`src/rtl/life_automaton_torus_step_assert.svh`:
```
// ----------------------------------------------------------------------------
// life automaton assertion macros
// immediate-implication and next-cycle-implication property wrappers
// ----------------------------------------------------------------------------
`ifndef LIFE_AUTOMATON_TORUS_STEP_ASSERT_SVH
`define LIFE_AUTOMATON_TORUS_STEP_ASSERT_SVH

`ifndef NO_ASSERTIONS

`define LIFE_ASSERT_SAME(label, clk, rst, ante, cons) \
  label: assert property (@(posedge clk) disable iff (rst) (ante) |-> (cons)) \
    else $error("life automaton assertion failed");

`define LIFE_ASSERT_NEXT(label, clk, rst, ante, cons) \
  label: assert property (@(posedge clk) disable iff (rst) (ante) |=> (cons)) \
    else $error("life automaton assertion failed");

`else

`define LIFE_ASSERT_SAME(label, clk, rst, ante, cons)

`define LIFE_ASSERT_NEXT(label, clk, rst, ante, cons)

`endif

`endif

```
`src/rtl/lifets_pkg.sv`:
```
// ----------------------------------------------------------------------------
// lifets_pkg
// shared types and constants of the toroidal life grid
// ----------------------------------------------------------------------------
`timescale 1ns / 1ps

package lifets_pkg;

  localparam int ROW_BITS = 6;
  localparam int COL_BITS = 6;

  typedef enum logic [1:0] {
    CMD_WRITE = 2'd0,
    CMD_STEP  = 2'd1,
    CMD_READ  = 2'd2,
    CMD_NONE  = 2'd3
  } cmd_t;

  typedef logic [3:0] count_t;

  localparam count_t BIRTH_COUNT = 4'd3;
  localparam count_t SURVIVE_LOW = 4'd2;

endpackage

```
`src/rtl/lifets_row_unit.sv`:
```
// ----------------------------------------------------------------------------
// lifets_row_unit
// one grid row per cycle: wrapped neighbour counts and next generation
// ----------------------------------------------------------------------------
`timescale 1ns / 1ps

module lifets_row_unit #(
  parameter int WIDTH = 64
) (
  input  logic [WIDTH-1:0]  top_row,
  input  logic [WIDTH-1:0]  mid_row,
  input  logic [WIDTH-1:0]  bot_row,
  output logic [WIDTH-1:0]  next_row,
  output lifets_pkg::count_t counts [WIDTH]
);

  import lifets_pkg::*;

  logic [WIDTH-1:0] top_l, top_r, mid_l, mid_r, bot_l, bot_r;

  // bit c of *_l holds column c-1, bit c of *_r holds column c+1, wrapped
  assign top_l = {top_row[WIDTH-2:0], top_row[WIDTH-1]};
  assign top_r = {top_row[0], top_row[WIDTH-1:1]};
  assign mid_l = {mid_row[WIDTH-2:0], mid_row[WIDTH-1]};
  assign mid_r = {mid_row[0], mid_row[WIDTH-1:1]};
  assign bot_l = {bot_row[WIDTH-2:0], bot_row[WIDTH-1]};
  assign bot_r = {bot_row[0], bot_row[WIDTH-1:1]};

  always_comb begin
    for (int c = 0; c < WIDTH; c++) begin
      counts[c] = count_t'(top_l[c]) + count_t'(top_row[c]) + count_t'(top_r[c])
                + count_t'(mid_l[c]) + count_t'(mid_r[c])
                + count_t'(bot_l[c]) + count_t'(bot_row[c]) + count_t'(bot_r[c]);
      next_row[c] = (counts[c] == BIRTH_COUNT)
                 || (mid_row[c] && (counts[c] == SURVIVE_LOW));
    end
  end

endmodule

```
`config.mk`:
```
export PLATFORM = sky130hd
export DESIGN_NAME = lifets_row_unit
export DESIGN_NICKNAME = d
export VERILOG_FILES = /design/src/rtl/life_automaton_torus_step_assert.svh /design/src/rtl/lifets_pkg.sv /design/src/rtl/lifets_row_unit.sv
export SDC_FILE = /design/constraint.sdc
export NUM_CORES = 1
export LEC_CHECK = 0
export ABC_CLOCK_PERIOD_IN_PS = 3050
export BUFFER_PORTS_ARGS = -buffer_cell sky130_fd_sc_hd__buf_2
export CAP_MARGIN = 20
export CORE_AREA = 4 4 199 201
export DETAILED_ROUTE_END_ITERATION = 12
export DIE_AREA = 0 0 203 205
export PLACE_DENSITY_LB_ADDON = 0.08
export SYNTH_ARGS = -nofsm -noshare
export SYNTH_HDL_FRONTEND = slang
export SYNTH_SLANG_ARGS = --single-unit
```
`constraint.sdc`:
```
create_clock -name vclk -period 3.05
set_input_delay 0.1525 -clock vclk [all_inputs]
set_output_delay 0.1525 -clock vclk [all_outputs]
set_load 0.01 [all_outputs]
```
==> results of run 1 <==
-- cell type report --
type                            count  area [um^2]  share of cell area [%]
Antenna cell                        3         7.51                  0.0382
Inverter                          511         2020                    10.3
Multi-Input combinational cell    768        11400                    58.3
Tap cell                          511          639                    3.25
Timing Repair Buffer              764         5530                    28.2
-- metrics by stage --
stage | power, W | TNS [ns] | hold slack (ns) | setup slack [ns]
CTS | 0.00952 | -7.98 | 0.708 | -0.291
global route | 0.0119 | -12.55 | 0.691 | -0.313
detailed placement | 0.00865 | -14.09 | 0.715 | -0.339
floorplan | 0.00491 | -0.0703 | 0.466 | -0.0703
finish | 0.0108 | -5.07 | 0.672 | -0.212
global placement | 0.00859 | -12.43 | 0.717 | -0.304
-- metal layers --
| layer | wire length [um] | vias to the layer above | global-route usage [%] |
|---|---|---|---|
| met5 | 107 | - | 0 |
| met4 | 477 | 16 | 1.60 |
| met3 | 3230 | 42 | 4.61 |
| met2 | 21200 | 305 | 34.9 |
| met1 | 15300 | 5257 | 21.8 |
| li1 | - | 5323 | - |
-- cell usage in the layout (no fill, tap or decap), types with 17 or more instances in the layout --
master,Yosys,routed
a211oi_2,0,21
fa_2,0,57
ha_1,192,130
ha_4,0,23
xor2_1,39,17
inv_2,0,97
o21ai_1,0,18
o21ai_2,0,20
a211oi_1,39,18
buf_8,0,43
buf_4,0,235
fa_1,256,199
inv_1,511,378
a21o_1,64,64
inv_4,0,32
ha_2,0,39
nor2_1,25,25
buf_6,0,103
a2111oi_4,0,22
xor2_2,0,22
and2_1,54,54
buf_2,0,380
-- logic make-up after synthesis --
kind of cell,Yosys count,synth area share [%]
buf+inv,511,16.3
fa+ha+maj,448,64.0
compound gates,167,10.7
simple gates,89,4.31
xor+xnor,64,4.76
-- final timing paths --
check                        from            to  slack [ns]
worst max-delay path  top_row[19]  next_row[19]       -0.21
worst min-delay path  top_row[18]   counts[184]        0.67
-- critical path, cell delays in order --
cell and delay (ns):
buf_8 0.10, fa_1 0.54, inv_2 0.04, fa_1 0.48, fa_1 0.57, inv_2 0.05
ha_4 0.15, inv_2 0.05, fa_2 0.45, a2111oi_4 0.33, buf_2 0.18
-- where the power goes --
part              internal, W        total, W  switching (W)
clock          0.000000000132  0.000000000132              0
combinational         0.00540          0.0108        0.00542
sequential                  0               0              0
-- repair_timing --
| item | 4_1_cts | 5_1_grt |
|---|---|---|
| gates cloned | 0 | 0 |
| pin swaps | 101 | 123 |
| endpoints found under the hold margin | 0 | 0 |
| setup endpoints to repair | 107 | 128 |
| buffers inserted | 14 | 35 |
| gates resized for setup | 392 | 359 |
==> impl_metrics.yaml, run 1 <==
status:
  status: "finished with violations"
  violations: "negative setup slack"
worst_setup_path:
  critPathCaptureType: "output port"
  startpoint_type: "input port"
  crit_arrival_ns: 3.11
  crit_fanout: 3
  critPathRequiredTime_ns: 2.90
  path_class: "input port to output port"
finish:
  fin_nets: 2685
  stdcell_count: 2557
  stdcell_area_um2: 19600
  finish.utilization_pct: 52.3
  nFillCells: 3656
  nClkBuffers: 0
  regArea_um2: 0
  area_growth_syn_to_layout_pct: 66.9
  design.seq.count: 0
  drive_above_1_share_pct: 55.8
place:
  place_congestion: 0.845
  place_area_um2: 16700
  place_inst: 2517
  io_buffers: 512
  hpwl_um: 37000
global_routing:
  grt_pass1_wl_um: 62100
  track_usage_pct: 18.4
  grt_overflow: 0
  grt_max_degree: 4
  antenna_found_initial: 11
  grt_pass1_vias: 12000
worst_hold_path:
  hp-class: "input port to output port"
  whs_path_depth: 3
timing:
  fin_crit_ns: 3.26
  timing.final.ws_setup_ns: -0.212
  hold_violations: 0
  drv_slew: 0
  setup_violations: 63
  maxSlewHeadroom_pct: 78.0
  rsz0062_at_grt: "yes"
  max_slew.worst_pin.slew_ns: 0.330
  fmax_ghz: 0.307
  period_share_pct: 107
yosys:
  synthTopCellsByArea: "fa_1 (44%), ha_1 (20%), inv_1 (16%)"
  yosys.cell_count.top_type: "inv_1"
  netlist_area_um2: 11800
  synth.top_cells.by_count: "inv_1 (511), fa_1 (256), ha_1 (192), a21o_1 (64), and2_1 (54)"
  ys_types: 13
  synthCells: 1279
  syn_avg_cell_area_um2: 9.20
  yosysSeqAreaShare_pct: 0
  synth_top_area_share_pct: 43.6
  yosys_warnings: 0
  synth_area_leader_cell: "fa_1"
  synth_nets: 1919
power_and_ir_drop:
  p_leak_nw: 11.0
  ir_drop_uv: 409
  p_per_area_nw_per_um2: 551
detailed_routing:
  finalWirelength_um: 40400
  via_per_inst: 4.28
  avgRoutedWirePerCell_um: 15.8
  remaining_drc_errors: 0
  vias: 10900
  drtIter0Drc: 218
  drt_first_pass_iters: 4
  postRouteAntennaNets: 0
die:
  die_y_um: 205
  design.core.area_um2: 37600
  die_w_um: 203
  die-area_um2: 41600
  initial_core_util_pct: 31.3
  num_io_pins: 512
  placementRows: 71
flow_run:
  cap_viol_max_count: 0
clock_tree:
  ctsHoldBuffers: 0
Note: power is estimated with default switching activity, not from simulation.
==> run 2, diff against run 1 <==
--- a/config.mk
+++ b/config.mk
@@ -5,12 +5,14 @@
 export SDC_FILE = /design/constraint.sdc
 export NUM_CORES = 1
 export LEC_CHECK = 0
-export ABC_CLOCK_PERIOD_IN_PS = 3050
+export ABC_CLOCK_PERIOD_IN_PS = 3700
 export BUFFER_PORTS_ARGS = -buffer_cell sky130_fd_sc_hd__buf_2
 export CAP_MARGIN = 20
-export CORE_AREA = 4 4 199 201
+export CELL_PAD_IN_SITES_DETAIL_PLACEMENT = 0
+export CELL_PAD_IN_SITES_GLOBAL_PLACEMENT = 2
+export CORE_MARGIN = 4
+export CORE_UTILIZATION = 29
 export DETAILED_ROUTE_END_ITERATION = 12
-export DIE_AREA = 0 0 203 205
 export PLACE_DENSITY_LB_ADDON = 0.08
 export SYNTH_ARGS = -nofsm -noshare
 export SYNTH_HDL_FRONTEND = slang
==> constraint.sdc (replaced) <==
create_clock -name vclk -period 3.7
set_input_delay 0.185 -clock vclk [all_inputs]
set_output_delay 0.185 -clock vclk [all_outputs]
set_load 0.01 [all_outputs]
==> run 2 against run 1 <==
Against the previous run:
- the run now ends clean
- count of clock-buffer cells in the layout unchanged
- highest routed layer unchanged
- design area fell by 24%
- largest power group unchanged
- largest cell class unchanged
- non-clock buffer count decreased by 251
- cell count decreased by 9.0%
- first-iteration DRC count increased by 29%
- critical path depth is 1 higher
- critical path type unchanged
==> impl_metrics.yaml, run 2 (synthesized netlist as in run 1, its figures left out) <==
status:
  status: "finished, final reports clean"
finish:
  area_growth_syn_to_layout_pct: 27.7
  fin_nets: 2434
  drive_above_1_share_pct: 29.6
  stdcell_area_um2: 15000
  design.seq.count: 0
  layout_commonest_cell: "buf_2"
  nClkBuffers: 0
  regArea_um2: 0
  final_cell_mix: "buf_2 (512), inv_1 (511), fa_1 (256), ha_1 (192), a21o_1 (64)"
place:
  place_congestion: 0.814
  place_area_um2: 15000
  io_buffers: 512
  hpwl_um: 36600
power_and_ir_drop:
  clock_power_share_pct: 0
  p_sw_share_pct: 57.9
  intPower_w: 0.00265
  p_per_area_nw_per_um2: 418
  power.switching_w: 0.00363
  seq_power_share_pct: 0
  p_leak_nw: 9.38
  ir_drop_uv: 204
  comb_power_share_pct: 100.0
flow_run:
  cap_viol_max_count: 0
detailed_routing:
  finalWirelength_um: 37300
  drt_first_pass_iters: 4
  remaining_drc_errors: 0
  via_per_inst: 4.18
  drtIter0Drc: 281
  postRouteAntennaNets: 0
  vias: 9731
  avgRoutedWirePerCell_um: 16.0
worst_setup_path:
  startpoint_type: "input port"
  critical-path-slowest-cell: "fa_1"
  crit_arrival_ns: 3.24
  startpoint: "top_row[1]"
  crit_buf_inv: 5
  cp.depth: 12
  crit_fanout: 3
  crit_top_cell: "fa_1"
  cp_top_family: "adder cells"
  path_cells: "buf_2 > inv_1 > fa_1 > fa_1 > fa_1 > inv_1 > ha_1 > inv_1 > fa_1 > xnor2_1 > a2111oi_2 > buf_2"
  path_class: "input port to output port"
  worst_path_largest_cell_delay_ns: 0.51
  worstSetupEndpoint: "next_row[0]"
  critPathRequiredTime_ns: 3.51
  critPathCaptureType: "output port"
global_routing:
  grt_pass1_vias: 10800
  grt_max_degree: 4
  track_usage_pct: 16.7
  grt_pass1_wl_um: 59500
  antenna_found_initial: 11
  grt_overflow: 0
worst_hold_path:
  hp-class: "input port to output port"
timing:
  max_slew.worst_pin.slew_ns: 0.352
  fmax_ghz: 0.292
  setup_violations: 0
  drv_slew: 0
  period_share_pct: 92.7
  maxSlewHeadroom_pct: 76.5
  hold_violations: 0
  fin_crit_ns: 3.43
  final.setup.tns_ns: 0
  rsz0062_at_grt: "no"
die:
  die-area_um2: 43900
  die_w_um: 209
  num_io_pins: 512
  placementRows: 73
  initial_core_util_pct: 29.5
  design.core.area_um2: 39900
  die_y_um: 209
clock_tree:
  ctsHoldBuffers: 0
  cts_resized: 0
  post-cts-setup-buffers: 0
[run 2: cell types whose count changed in the layout (fill, tap and decap cells not counted), sizes merged]
cell	previous run	this run
diode	3	9
buf	764	513
[run 2: routing by layer]
layer  vias up  share of wire [%]  global-route usage (%)  wire (um)
met2       273                 49                    30.1      18500
met5         -               0.29                       0        107
met1      4584                 41                    21.1      15300
met4        14               0.92                    1.06        344
met3        26                8.2                    4.51       3060
li1       4834                  -                       -          -
[run 2: worst min path at each step]
stage,start,cells past startpoint,slack (ns),to
floorplan,mid_row[0],2,0.53,next_row[0]
global placement,top_row[14],3,0.73,counts[200]
detailed placement,top_row[24],3,0.73,counts[160]
CTS,top_row[24],3,0.73,counts[160]
global route,top_row[24],3,0.75,counts[160]
finish,top_row[14],3,0.73,counts[200]
[run 2: final cells by class]
type	count	area, um^2
fillers	4293	24900
inverters	511	1920
diodes	9	22.5
multi-input cells	768	9850
well taps	525	657
repair buffers	513	2570
[run 2: power by group through the flow]
stage / logic (W) / clock network [W] / registers, W
global placement: 0.00638 / 0 / 0
CTS: 0.00645 / 0 / 0
detailed placement: 0.00640 / 0 / 0
finish: 0.00628 / 0.000000000326 / 0
floorplan: 0.00394 / 0 / 0
global route: 0.00716 / 0.0000000000361 / 0
[run 2: through the flow]
step	worst slack, ns	hold WS (ns)	cells	power (W)	utilization, %
2_1_floorplan	0.395	0.526	1279	0.00394	-
3_3_place_gp	0.231	0.735	2317	0.00638	37.6
3_5_place_dp	0.208	0.728	2317	0.00640	37.6
4_1_cts	0.203	0.731	2317	0.00645	37.6
5_1_grt	0.0514	0.747	2318	0.00716	37.6
6_report	0.270	0.725	2326	0.00628	37.6
